<file path="config.mk">
export PLATFORM = sky130hd
export DESIGN_NAME = priority_task_queue
export DESIGN_NICKNAME = d
export VERILOG_FILES = /design/src/rtl/ptq_pkg.sv /design/src/rtl/ptq_engine.sv /design/src/rtl/priority_task_queue.sv
export VERILOG_INCLUDE_DIRS = /design/src /design/src/rtl
export SDC_FILE = /design/constraint.sdc
export NUM_CORES = 1
export LEC_CHECK = 0
export ABC_AREA = 1
export BUFFER_PORTS_ARGS = -buffer_cell sky130_fd_sc_hd__buf_2
export CORE_UTILIZATION = 30
export CTS_CLUSTER_SIZE = 8
export DETAILED_ROUTE_END_ITERATION = 16
export HOLD_SLACK_MARGIN = 0.03
export MAX_ROUTING_LAYER = met4
export PLACE_DENSITY_LB_ADDON = 0.25
export SETUP_SLACK_MARGIN = 0.02
export SLEW_MARGIN = 30
export SYNTH_ARGS = -nofsm -noshare
export SYNTH_HDL_FRONTEND = slang
export SYNTH_SLANG_ARGS = --single-unit
</file>
<file path="constraint.sdc">
create_clock -name clk_i -period 6.8 [get_ports clk_i]
set_input_delay 1.02 -clock clk_i [delete_from_list [all_inputs] [get_ports clk_i]]
set_output_delay 1.02 -clock clk_i [all_outputs]
set_load 0.05 [all_outputs]
</file>
<file path="src/rtl/priority_task_queue_assert.svh">
// Assertion macros used by the priority task queue engine (ptq_engine).
`ifndef PRIORITY_TASK_QUEUE_ASSERT_SVH
`define PRIORITY_TASK_QUEUE_ASSERT_SVH

// Check a condition at every clock edge outside reset.
`define PTQ_ASSERT_ALWAYS(lbl, expr) \
  lbl: assert property (@(posedge clk_i) disable iff (!rst_ni) (expr)) \
    else $error("priority_task_queue assertion failed");

// Check a same-cycle implication.
`define PTQ_ASSERT_IMPL(lbl, ante, cons) \
  lbl: assert property (@(posedge clk_i) disable iff (!rst_ni) (ante) |-> (cons)) \
    else $error("priority_task_queue assertion failed");

// Check an implication in the next cycle.
`define PTQ_ASSERT_NEXT(lbl, ante, cons) \
  lbl: assert property (@(posedge clk_i) disable iff (!rst_ni) (ante) |=> (cons)) \
    else $error("priority_task_queue assertion failed");

`endif

</file>
<file path="src/rtl/ptq_pkg.sv">
// Types, constants and helpers for the priority task queue.
package ptq_pkg;

  localparam int unsigned QUEUE_DEPTH   = 16;
  localparam int unsigned ADDR_W        = $clog2(QUEUE_DEPTH);
  localparam int unsigned CNT_W         = $clog2(QUEUE_DEPTH + 1);
  localparam int unsigned COUNT_FIELD_W = 5;

  typedef enum logic {
    MODE_PUSH = 1'b0,
    MODE_POP  = 1'b1
  } mode_e;

  typedef enum logic [1:0] {
    STATUS_OK    = 2'd0,
    STATUS_FULL  = 2'd1,
    STATUS_EMPTY = 2'd2
  } status_e;

  typedef struct packed {
    logic [3:0] prio;
    logic [7:0] id;
  } entry_t;

  typedef struct packed {
    mode_e  mode;
    entry_t entry;
  } cmd_t;

  typedef struct packed {
    status_e                    status;
    entry_t                     head;
    logic [COUNT_FIELD_W-1:0]   cur_count;
    logic [COUNT_FIELD_W-1:0]   peak_count;
  } res_t;

  function automatic logic [COUNT_FIELD_W-1:0] count_field(input logic [CNT_W-1:0] cnt);
    logic [31:0] wide;
    wide = 32'(cnt);
    return wide[COUNT_FIELD_W-1:0];
  endfunction

endpackage

</file>
<file path="src/rtl/ptq_engine.sv">
// Sequencer and entry store of the priority task queue: sorted insert and head removal.
`include "priority_task_queue_assert.svh"

module ptq_engine
  import ptq_pkg::*;
(
  input  logic clk_i,
  input  logic rst_ni,
  input  logic start_i,
  input  cmd_t cmd_i,
  input  logic out_free_i,
  output logic ready_o,
  output logic done_o,
  output res_t res_o
);

  typedef enum logic [5:0] {
    ST_IDLE      = 6'b000001,
    ST_PUSH_WALK = 6'b000010,
    ST_PUSH_INS  = 6'b000100,
    ST_POP_HEAD  = 6'b001000,
    ST_POP_WALK  = 6'b010000,
    ST_FINISH    = 6'b100000
  } state_e;

  state_e             state_q, state_d;
  logic [ADDR_W-1:0]  idx_q, idx_d;
  logic [CNT_W-1:0]   count_q, count_d;
  logic [CNT_W-1:0]   peak_q, peak_d;
  logic [CNT_W-1:0]   count_inc;
  entry_t             new_q, new_d;
  entry_t             head_q, head_d;
  status_e            status_q, status_d;

  entry_t             mem [QUEUE_DEPTH];
  entry_t             rd_data_q;
  logic [ADDR_W-1:0]  rd_addr;
  logic [ADDR_W-1:0]  wr_addr;
  entry_t             wr_data;
  logic               mem_we;

  assign count_inc = count_q + CNT_W'(1);

  always_comb begin
    state_d  = state_q;
    idx_d    = idx_q;
    count_d  = count_q;
    peak_d   = peak_q;
    new_d    = new_q;
    head_d   = head_q;
    status_d = status_q;
    rd_addr  = '0;
    wr_addr  = idx_q;
    wr_data  = rd_data_q;
    mem_we   = 1'b0;
    done_o   = 1'b0;
    unique case (state_q)
      ST_IDLE: begin
        if (start_i) begin
          new_d    = cmd_i.entry;
          head_d   = '0;
          status_d = STATUS_OK;
          if (cmd_i.mode == MODE_PUSH) begin
            if (count_q == CNT_W'(QUEUE_DEPTH)) begin
              status_d = STATUS_FULL;
              state_d  = ST_FINISH;
            end else if (count_q == '0) begin
              idx_d   = '0;
              state_d = ST_PUSH_INS;
            end else begin
              idx_d   = ADDR_W'(count_q);
              rd_addr = ADDR_W'(count_q - CNT_W'(1));
              state_d = ST_PUSH_WALK;
            end
          end else begin
            if (count_q == '0) begin
              status_d = STATUS_EMPTY;
              state_d  = ST_FINISH;
            end else begin
              idx_d   = '0;
              rd_addr = '0;
              state_d = ST_POP_HEAD;
            end
          end
        end
      end
      ST_PUSH_WALK: begin
        mem_we = 1'b1;
        if (rd_data_q.prio >= new_q.prio) begin
          wr_data = rd_data_q;
          idx_d   = idx_q - ADDR_W'(1);
          if (idx_q == ADDR_W'(1)) begin
            state_d = ST_PUSH_INS;
          end else begin
            rd_addr = idx_q - ADDR_W'(2);
          end
        end else begin
          wr_data = new_q;
          count_d = count_inc;
          peak_d  = (count_inc > peak_q) ? count_inc : peak_q;
          state_d = ST_FINISH;
        end
      end
      ST_PUSH_INS: begin
        mem_we  = 1'b1;
        wr_data = new_q;
        count_d = count_inc;
        peak_d  = (count_inc > peak_q) ? count_inc : peak_q;
        state_d = ST_FINISH;
      end
      ST_POP_HEAD: begin
        head_d  = rd_data_q;
        count_d = count_q - CNT_W'(1);
        if (count_q == CNT_W'(1)) begin
          state_d = ST_FINISH;
        end else begin
          rd_addr = ADDR_W'(1);
          state_d = ST_POP_WALK;
        end
      end
      ST_POP_WALK: begin
        mem_we = 1'b1;
        idx_d  = idx_q + ADDR_W'(1);
        if (CNT_W'(idx_q) + CNT_W'(1) == count_q) begin
          state_d = ST_FINISH;
        end else begin
          rd_addr = idx_q + ADDR_W'(2);
        end
      end
      ST_FINISH: begin
        if (out_free_i) begin
          done_o  = 1'b1;
          state_d = ST_IDLE;
        end
      end
      default: begin
        state_d = ST_IDLE;
      end
    endcase
  end

  always_ff @(posedge clk_i or negedge rst_ni) begin
    if (!rst_ni) begin
      state_q <= ST_IDLE;
      count_q <= '0;
      peak_q  <= '0;
    end else begin
      state_q <= state_d;
      count_q <= count_d;
      peak_q  <= peak_d;
    end
  end

  always_ff @(posedge clk_i) begin
    idx_q    <= idx_d;
    new_q    <= new_d;
    head_q   <= head_d;
    status_q <= status_d;
  end

  always_ff @(posedge clk_i) begin
    if (mem_we) begin
      mem[wr_addr] <= wr_data;
    end
    rd_data_q <= mem[rd_addr];
  end

  assign ready_o          = (state_q == ST_IDLE);
  assign res_o.status     = status_q;
  assign res_o.head       = head_q;
  assign res_o.cur_count  = count_field(count_q);
  assign res_o.peak_count = count_field(peak_q);

  `PTQ_ASSERT_ALWAYS(a_count_bound, count_q <= CNT_W'(QUEUE_DEPTH))
  `PTQ_ASSERT_ALWAYS(a_peak_covers, peak_q >= count_q)
  `PTQ_ASSERT_IMPL(a_write_busy, mem_we, (state_q != ST_IDLE) && (state_q != ST_FINISH))
  `PTQ_ASSERT_NEXT(a_start_busy, start_i && ready_o, !ready_o)

endmodule

</file>
<file path="src/rtl/priority_task_queue.sv">
// Top level of the priority task queue: stream ports and result register.
//
// Slave channel (s_axis): one transaction is one command. tuser selects push (0) or
// pop (1); tdata carries the task id and its priority (smaller value served first).
// Master channel (m_axis): one transaction per command, in command order, with the
// status in tuser and the popped entry plus current and peak counts in tdata.
// A command is taken only while the sequencer is idle. A push walks the stored
// entries from the tail, one entry per cycle through the store's one read and one
// write port, until its slot is found; a pop reads the head and moves every
// remaining entry up one slot. Either presents its result when its store work ends,
// a full push or an empty pop goes straight to its result, and the next command is
// taken only after the result is handed off to the result register.
// Reset empties the queue and clears both counts; the store itself is not cleared.
// The result register holds a finished transaction while m_axis_tready is low; the
// next command may be accepted meanwhile, but its result waits for the register.
module priority_task_queue
  import ptq_pkg::*;
(
  input  logic        clk_i,
  input  logic        rst_ni,
  input  logic        s_axis_tvalid,
  output logic        s_axis_tready,
  input  logic [15:0] s_axis_tdata,  // [7:0] task_id, [11:8] priority_req, [15:12] zero
  input  logic [0:0]  s_axis_tuser,  // [0] mode
  output logic        m_axis_tvalid,
  input  logic        m_axis_tready,
  output logic [23:0] m_axis_tdata,  // [7:0] head_task, [11:8] head_priority,
                                     // [16:12] current_count, [21:17] peak_count,
                                     // [23:22] zero
  output logic [1:0]  m_axis_tuser   // [1:0] status
);

  cmd_t cmd;
  res_t res;
  logic start;
  logic ready;
  logic done;
  logic out_free;
  logic m_valid_q;
  res_t m_res_q;

  assign cmd.mode  = mode_e'(s_axis_tuser[0]);
  assign cmd.entry = '{prio: s_axis_tdata[11:8], id: s_axis_tdata[7:0]};
  assign start     = s_axis_tvalid && ready;
  assign out_free  = !m_valid_q || m_axis_tready;

  ptq_engine u_engine (
    .clk_i      (clk_i),
    .rst_ni     (rst_ni),
    .start_i    (start),
    .cmd_i      (cmd),
    .out_free_i (out_free),
    .ready_o    (ready),
    .done_o     (done),
    .res_o      (res)
  );

  always_ff @(posedge clk_i or negedge rst_ni) begin
    if (!rst_ni) begin
      m_valid_q <= 1'b0;
    end else if (done) begin
      m_valid_q <= 1'b1;
    end else if (m_axis_tready) begin
      m_valid_q <= 1'b0;
    end
  end

  always_ff @(posedge clk_i) begin
    if (done) begin
      m_res_q <= res;
    end
  end

  assign s_axis_tready = ready;
  assign m_axis_tvalid = m_valid_q;
  assign m_axis_tuser  = m_res_q.status;
  assign m_axis_tdata  = {2'b00, m_res_q.peak_count, m_res_q.cur_count,
                          m_res_q.head.prio, m_res_q.head.id};

endmodule

</file>
After elaboration in Yosys (flattened, before gate mapping)
Memories as Yosys holds them, arrays and structs flattened. A register that Yosys moved wholly into a read port is not among the register bits.
Index checks and enable logic that the tools add are counted.
W data, S select, Z words.
- register bits after elaboration: 71
- memory bits (writable): 192
- input port bits: 21
- output and inout bits: 28
- logic and storage cells: 105
- memories: 1
- $add $sub $neg: 7
- magnitude comparators: 2
- equality and inequality tests: 18
- mux-type cells: 46
- reductions and logical operators: 16
- memory list (memory ; words ; width ; rd ports ; clocked after Yosys merged registers in ; write ports ; RTL line ; RTL):
    u_engine.mem ; 16 ; 12 ; 1 ; 1 ; 1 ; ptq_engine.sv:35 ; entry_t mem [QUEUE_DEPTH];
- operators by type and width (kind ; number):
    $mux W6 ; 9
    $mux W4 ; 13
    $pmux W12 S2 ; 2
    $pmux W6 S6 ; 1
    $mux W12 ; 2
    $pmux W4 S4 ; 1
    $mux W5 ; 3
    $pmux W5 S3 ; 1
    $pmux W4 S3 ; 1
    $pmux W5 S2 ; 1
    $mux W1 ; 9
    $ne A3 B3 Y1 const B ; 3
    $reduce_and A2 Y1 ; 4
    $eq A6 B1 Y1 const B ; 1
    $eq A6 B2 Y1 const B ; 1
    $eq A6 B3 Y1 const B ; 1
    $eq A6 B4 Y1 const B ; 1
    $eq A6 B5 Y1 const B ; 1
    $eq A6 B6 Y1 const B ; 1
    $ne A2 B2 Y1 const B ; 3
    $reduce_bool A2 Y1 ; 3
    $reduce_bool A3 Y1 ; 2
    $add A4 B1 Y5 const B ; 1
    $add A5 B1 Y5 const B ; 1
    21 further kinds ; 23

Logic depth before layout (Yosys ltp)
Gate-level depths: netlist of the first run.
- depth in word-level cells: 6
- gate-level depth with buffers: 18
- mapped depth without buffers: 17

Modules after synthesis
Synthesis of the first run repeated with hierarchy kept, for this count alone.
- cells, all modules: 1254
- area, all modules: 12732.2 um2
- modules (own cells, without submodules) (module ; times used ; cells an instance ; area an instance (um2) ; seq. area each (um2)):
    ptq_engine ; 1 ; 1220 ; 11940.2 ; 7308.3
    priority_task_queue ; 1 ; 34 ; 792.0 ; 745.7

Least setup slack after synthesis of the first run
No wires, ideal clock.
- path type: flip-flop to flip-flop
- start: reg u_engine.state_q[1]
- end: mem u_engine.mem[5][0] in the netlist's numbering, enable pin
- library setup time: 396 ps
- arrival: 2239 ps
- required time: 6404 ps
- slack: 4165 ps
- stages on the path, launching flop included: 8
- buffers on the path: 0
- cell sequence: dfrtp_1 -> nor2_1 -> nand2_1 -> nor3_2 -> inv_1 -> nand2_1 -> nand2_1 -> nor3_1
- cells in the longest elaborated chain, start to end: 5
- elaborated cells on any way between the ends: 7
- RTL lines (element ; RTL line ; RTL):
    start, declared ; ptq_engine.sv:26 ; state_e state_q, state_d;
    start signal, assigned ; ptq_engine.sv:148 ; state_q <= state_d;
    $eq A6 B3 Y1 (tied with other cells) ; ptq_engine.sv:57 ; unique case (state_q)
    $reduce_or A3 Y1 (no line) (*) ; - ;
    $mux W1 (*) ; ptq_engine.sv:57 ;
    $mux W1 (*) ; ptq_engine.sv:162 ; if (mem_we) begin
    $mux W1 (implied by the code) (*) ; ptq_engine.sv:163 ; mem[wr_addr] <= wr_data;
    end, declared ; ptq_engine.sv:35 ;
Every way passes the cells marked *; elsewhere a longest branch is shown, timed or not.

Final worst setup path of the first run
- start: reg u_engine.idx_q[0]
- end: reg, netlist name u_engine.rd_data_q[4]
- cells in the longest elaborated chain, start to end: 4
- elaborated cells on any way between the ends: 9
- RTL lines (element ; RTL line ; RTL):
    start, declared ; ptq_engine.sv:27 ; logic [ADDR_W-1:0] idx_q, idx_d;
    start signal, assigned ; ptq_engine.sv:155 ; idx_q <= idx_d;
    $add A4 B1 Y5 (tied with other cells) ; ptq_engine.sv:124 ; if (CNT_W'(idx_q) + CNT_W'(1) == count_q) begin
    $eq A5 B5 Y1 or $mux W4 (tied branches) ; ptq_engine.sv:124, ptq_engine.sv:92 ;
    $mux W4 (on tied branches) ; ptq_engine.sv:124, ptq_engine.sv:89 ;
    $pmux W4 S4 (*) ; ptq_engine.sv:57 ;
Marks and branches as above.
A chain may end at the register's enable or synchronous reset.

==> out/results.ini, run 1 <==
[worst_hold_path]
min_path_type=register to register

[clock_tree]
cts_buffers=40
clock-root-buffer=clkbuf_16
postCtsSetupRepairBufs=0
cts_resized=0
clk_pin_slew_ns=0.05
cts_hold_buf=0
cts.sinks=275
clk_path_buf_depth=3
cts_tree=done
clk_latency_ns=0.53
cts.htree.levels=2

[power_and_ir_drop]
power.switching_uw=2270
seqPwrFrac=0.389
pwr-share-clk=0.290
vdd_drop_max_mv=0.246
sw_frac_of_total=0.361
p_comb_frac=0.321
p_int_uw=4010
powerDensity_mw_per_mm2=432
p_leak_uw=0.00615

[detailed_routing]
routed_via_density=4.73
wl_per_cell_um=16.5
drcViolationCount=0
first_iter_violations=670
postRouteAntennaNets=0
dr.pass1.iters=5
drt-total-wl_um=30100
vias=8623

[finish]
syn_to_final_growth_pct=15.1
seq_area_mm2=0.00805
final_common_cell=inv_1
final_util=0.353
fill_cells=4064
drive_gt1_frac=0.111
layout_common_cells=258 x inv_1, 246 x edfxtp_1, 191 x nand2_1, 191 x nand3_1, 102 x nand4_1
multi_input_area_mm2=0.00328
final_nets=1316
antenna_cells=0

[sta]
min_period_ns=3.72
post-route-period-util=0.548
relSlewSlack=0.404
final-setup-viol-count=0
maxSlewViolCount=0
max_freq_ghz=0.269
finalHoldViolCount=0
rsz0062_at_grt=false
finalClockSkew_ns=0.0159
worst_slew_pin_slew_ns=0.893
setup-tns-final_ns=0

[logic_synthesis]
synth.ff_latch_count=275
yosys_warnings=0
syn_inst=1230
avgSynthCellArea_um2=10.3
ys_types=43
yosys-top-cells-area=edfxtp_1 58%, inv_1 7.7%, nand3_1 7.6%
yosysSeqAreaShare=0.637
yosysTopAreaCell=edfxtp_1
synth_top_area_frac=0.585
synth_area_mm2=0.0126

[critical_path]
end_kind=register
crit_arrival_ns=4.12
path_cells=inv_2 -> ha_1 -> xnor2_1 -> nand2_1 -> nor2_1 -> nand3_1 -> nand3_4 -> nand3_4 -> buf_6 -> nand2_1 -> nand3_1 -> nand3_1 -> nand3_1 -> nand2_1
critPathTopFamily=simple AND/OR/NAND/NOR gates
crit_slowest_cell=buf_6
critPathMaxFanout=96
max_stage_delay_ns=0.64
cpMostUsedCell=nand3_1
crit_type=register to register
worst_setup_path_start_kind=register
crit_buf_inv=2
required_ns=7.19

[global_route]
grt_pass1_vias=8594
grt.met2_usage=0.234
gr-total-overflow=0
grt_util_met1=0.191
antenna_found_initial=0
busiest_layer=met2
grt.total_usage=0.147
grt_pass1_wl_um=48300
grt_max_degree=97
met3_usage=0.0248

[status]
status=finished clean

[die]
die_y_um=207
dieWidth_um=207
placementRows=74
core_area_mm2=0.0412
die-area_mm2=0.0429
start_util=0.307
io_pins=49

[placed_design]
place.gp.congestion=0.819
port_buffers=42
hpwl_um=17300

[run]
max_cap_violations=0

## final cells by class
| class | instances | share of cell area |
|---|---|---|
| sequential | 275 | 0.554 |
| multi-input combinational | 622 | 0.226 |
| clock buffer | 57 | 0.0747 |
| inverter | 269 | 0.0696 |
| tap | 532 | 0.0458 |
| timing repair buffer | 66 | 0.0271 |
| clock inverter | 3 | 0.00327 |
## final timing paths
kind | startpoint | end | slack, ns | cells after the start
max | u_engine.idx_q[0] | u_engine.rd_data_q[4] | 3.08 | 14
min | u_engine.res_o[16] | m_axis_tdata[6] | 0.42 | 0
max reg2reg | u_engine.idx_q[0] | u_engine.rd_data_q[4] | 3.08 | 14
min reg2reg | u_engine.res_o[16] | m_axis_tdata[6] | 0.42 | 0
max in group asynchronous | rst_ni | u_engine.state_q[0] | 6.03 | 1
min in group asynchronous | rst_ni | u_engine.state_q[5] | 0.44 | 1
## power by group through the flow
| stage | clock [uW] | combinational (uW) | sequential (uW) |
|---|---|---|---|
| 2_1_floorplan | 0 | 1370 | 2460 |
| 3_3_place_gp | 0 | 2000 | 2470 |
| 3_5_place_dp | 0 | 2020 | 2470 |
| 4_1_cts | 1860 | 2030 | 2440 |
| 5_1_grt | 1930 | 2260 | 2460 |
| 6_report | 1820 | 2020 | 2440 |
## layer usage
| layer | share of wire | routed length (um) |
|---|---|---|
| met4 | 0.022 | 675 |
| met5 | 0 | 0 |
| met2 | 0.46 | 13700 |
| met1 | 0.47 | 14200 |
| met3 | 0.049 | 1480 |
## worst register-to-register path, cell delays in order, from the launching register on
cell and delay [ns]:
edfxtp_1 0.59, inv_2 0.12, ha_1 0.38, xnor2_1 0.14, nand2_1 0.06, nor2_1 0.05
nand3_1 0.16, nand3_4 0.52, nand3_4 0.23, buf_6 0.64, nand2_1 0.18, nand3_1 0.11
nand3_1 0.09, nand3_1 0.23, nand2_1 0.11
## state kept, by name, indices dropped and copies added (netlist names)
register	count
u_engine.status_q	2
u_engine.count_q	5
u_engine.mem	192
u_engine.res_o	12
u_engine.peak_q	5
m_axis_tuser	2
m_axis_tvalid	1
u_engine.state_q	6
u_engine.idx_q	4
u_engine.new_q	12
u_engine.rd_data_q	12
m_axis_tdata	22
## cell usage after synthesis (all sizes together)
library cell,n
dfxtp,12
dfstp,1
clkinv,2
ha,21
nand3,193
clkbuf,18
a31o,1
nor4,1
xor2,7
conb,1
a31oi,1
o32ai,1
and3,1
inv,267
xnor2,3
buf,47
nand4,103
o221ai,3
edfxtp,246
o21a,2
nand2,194
a21oi,9
nor3,3
o211ai,2
nor2,46
o311ai,1
mux2,1
dfrtp,16
o21ai,25
a21o,1
a32oi,1
## per-stage QoR
stage,instance area (um2),cells,worst slack (ns),power (uW),hold slack (ns)
5_1_grt,14500,1824,2.76,6660,0.415
2_1_floorplan,12600,1231,4.17,3830,0.400
4_1_cts,14500,1824,3.09,6330,0.415
3_3_place_gp,13400,1764,2.58,4470,0.400
6_report,14500,1824,3.08,6280,0.417
3_5_place_dp,13400,1764,2.72,4490,0.406
## cell families (layout without fill, tap and decap cells)
| group | count (synthesis) | in the layout | share of synthesized area |
|---|---|---|---|
| simple gates | 541 | 541 | 0.205 |
| compound gates | 47 | 47 | 0.0226 |
| buf+inv | 334 | 395 | 0.106 |
| other cells | 1 | 2 | 0.000297 |
| mux | 1 | 1 | 0.000891 |
| flops | 275 | 275 | 0.637 |
| xor+xnor | 10 | 10 | 0.00693 |
| fa+ha+maj | 21 | 21 | 0.0208 |
Power figures use the tool's default switching activity.
==> inputs of run 2 (changes only) <==
clock period = 3.05 ns   (was 6.8 ns; I/O delays follow)
==> run 2 against run 1 <==
Global-route usage is 0.095 points lower; combinational power rose by 130%; clock skew rose by 0.0022 ns; power grew 120%; sequential power is 120% higher; critical path depth shrank 1; critical endpoint is now u_engine.rd_data_q[3]; largest cell class unchanged.
==> out/results.ini, run 2 (synthesis results as in run 1) <==
[clock_tree]
postCtsSetupRepairBufs=0
cts.htree.levels=2
clk_pin_slew_ns=0.05
cts.sinks=275
clk_latency_ns=0.52
clk_path_buf_depth=3
cts_tree=done
cts_resized=0
clock-root-buffer=clkbuf_16
cts_buffers=40
cts_hold_buf=1

[detailed_routing]
first_iter_violations=732
dr.pass1.iters=5
vias=8621
routed_via_density=4.67
postRouteAntennaNets=0
drcViolationCount=0
wl_per_cell_um=16.1
drt-total-wl_um=29800

[placed_design]
place.gp.congestion=0.871
port_buffers=42
placed_area_mm2=0.0136
dpl.cell_count=1788
hpwl_um=18200
pre_cts_slack_ns=0.349

[finish]
seq_area_mm2=0.00805
antenna_cells=0
postLayoutCellArea_mm2=0.0147
syn_to_final_growth_pct=16.7
multi_input_area_mm2=0.00327
final_common_cell=inv_1
drive_gt1_frac=0.125
fin_cells=1846
layout_common_cells=258 x inv_1, 246 x edfxtp_1, 191 x nand2_1, 191 x nand3_1, 102 x nand4_1
final_nets=1341
fill_cells=4069
regMostFlops=u_engine.mem
largest_register_ffs=192

[sta]
worst_slew_pin_slew_ns=0.572
min_period_ns=2.74
finalHoldViolCount=0
setup-tns-final_ns=0
relSlewSlack=0.619
finalClockSkew_ns=0.0181
setup_slack_ns=0.308
final-setup-viol-count=0
max_freq_ghz=0.365
maxSlewViolCount=0
rsz0062_at_grt=false
fin_worst_hold_slack_ns=0.108
post-route-period-util=0.899

[die]
dieWidth_um=207
io_pins=49
core_area_mm2=0.0412
die_y_um=207
die-area_mm2=0.0429
start_util=0.307
placementRows=74

[critical_path]
r2r_cells=13
critPathMaxFanout=96
crit_arrival_ns=3.15
worst_setup_path_start_kind=register
required_ns=3.46
end_kind=register
crit_type=register to register

[global_route]
antenna_found_initial=0
grt_pass1_wl_um=47800
gr-total-overflow=0
grt_max_degree=98
grt.total_usage=0.146
grt_pass1_vias=8521

[worst_hold_path]
min_path_cells=1
min_path_type=input pin to register

[power_and_ir_drop]
vdd_drop_max_mv=0.367
powerDensity_mw_per_mm2=949
p_leak_uw=0.00628

[status]
status=finished clean

[run]
max_cap_violations=0

-- run 2: changes by cell type in the layout (fill, tap and decap cells not counted), sizes merged --
cell,before,now
bufinv,1,0
dlygate4sd3,0,1
buf,66,90
clkinvlp,0,1
inv,269,268
clkinv,2,3
clkbuf,57,54
-- run 2: worst paths after layout --
check	startpoint	end	slack (ns)
setup reg to reg	u_engine.idx_q[0]	u_engine.rd_data_q[3]	0.31
max in group asynchronous	rst_ni	u_engine.state_q[0]	2.34
hold / removal	s_axis_tdata[3]	u_engine.new_q[3]	0.11
hold reg to reg	u_engine.res_o[13]	m_axis_tdata[3]	0.42
min in group asynchronous	rst_ni	u_engine.state_q[4]	0.39
setup / recovery	u_engine.idx_q[0]	u_engine.rd_data_q[3]	0.31
-- run 2: critical path, cell delays in order (launching register included) --
cell and delay, ns:
edfxtp_1 0.44, inv_2 0.10, ha_1 0.36, xnor2_1 0.15
nand2_1 0.07, nor2_1 0.11, nand3_1 0.17, nand3_4 0.13
buf_12 0.37, nand4_1 0.14, nand3_1 0.12, nand3_1 0.10
nand3_1 0.20, nand2_1 0.09
-- run 2: metal layers --
metal | global-route usage | share of wire | vias to the layer above
li1 | - | - | 4261
met1 | 0.190 | 0.47 | 4120
met2 | 0.230 | 0.46 | 191
met3 | 0.0259 | 0.043 | 49
met4 | 0.0466 | 0.021 | 0
met5 | - | 0 | -
-- run 2: power breakdown --
part | internal (uW) | switching, uW | leakage, uW | total [uW]
Sequential | 5180 | 242 | 0.00255 | 5420
Combinational | 1400 | 3270 | 0.00320 | 4670
Clock | 2370 | 1520 | 0.000521 | 3900
Total | 8950 | 5030 | 0.00628 | 14000
-- run 2: per-stage QoR --
step,power [uW],utilization
finish,14000,0.358
global route,14900,0.358
CTS,14100,0.358
detailed placement,10200,0.331
global placement,10100,0.331
floorplan,8540,-
-- run 2: cell type report --
cell class	count	share of cell area
Inverter	269	0.0685
Multi-Input combinational cell	622	0.222
Clock inverter	3	0.00221
Tap cell	532	0.0452
Timing Repair Buffer	91	0.0445
Clock buffer	54	0.0715
Sequential cell	275	0.546
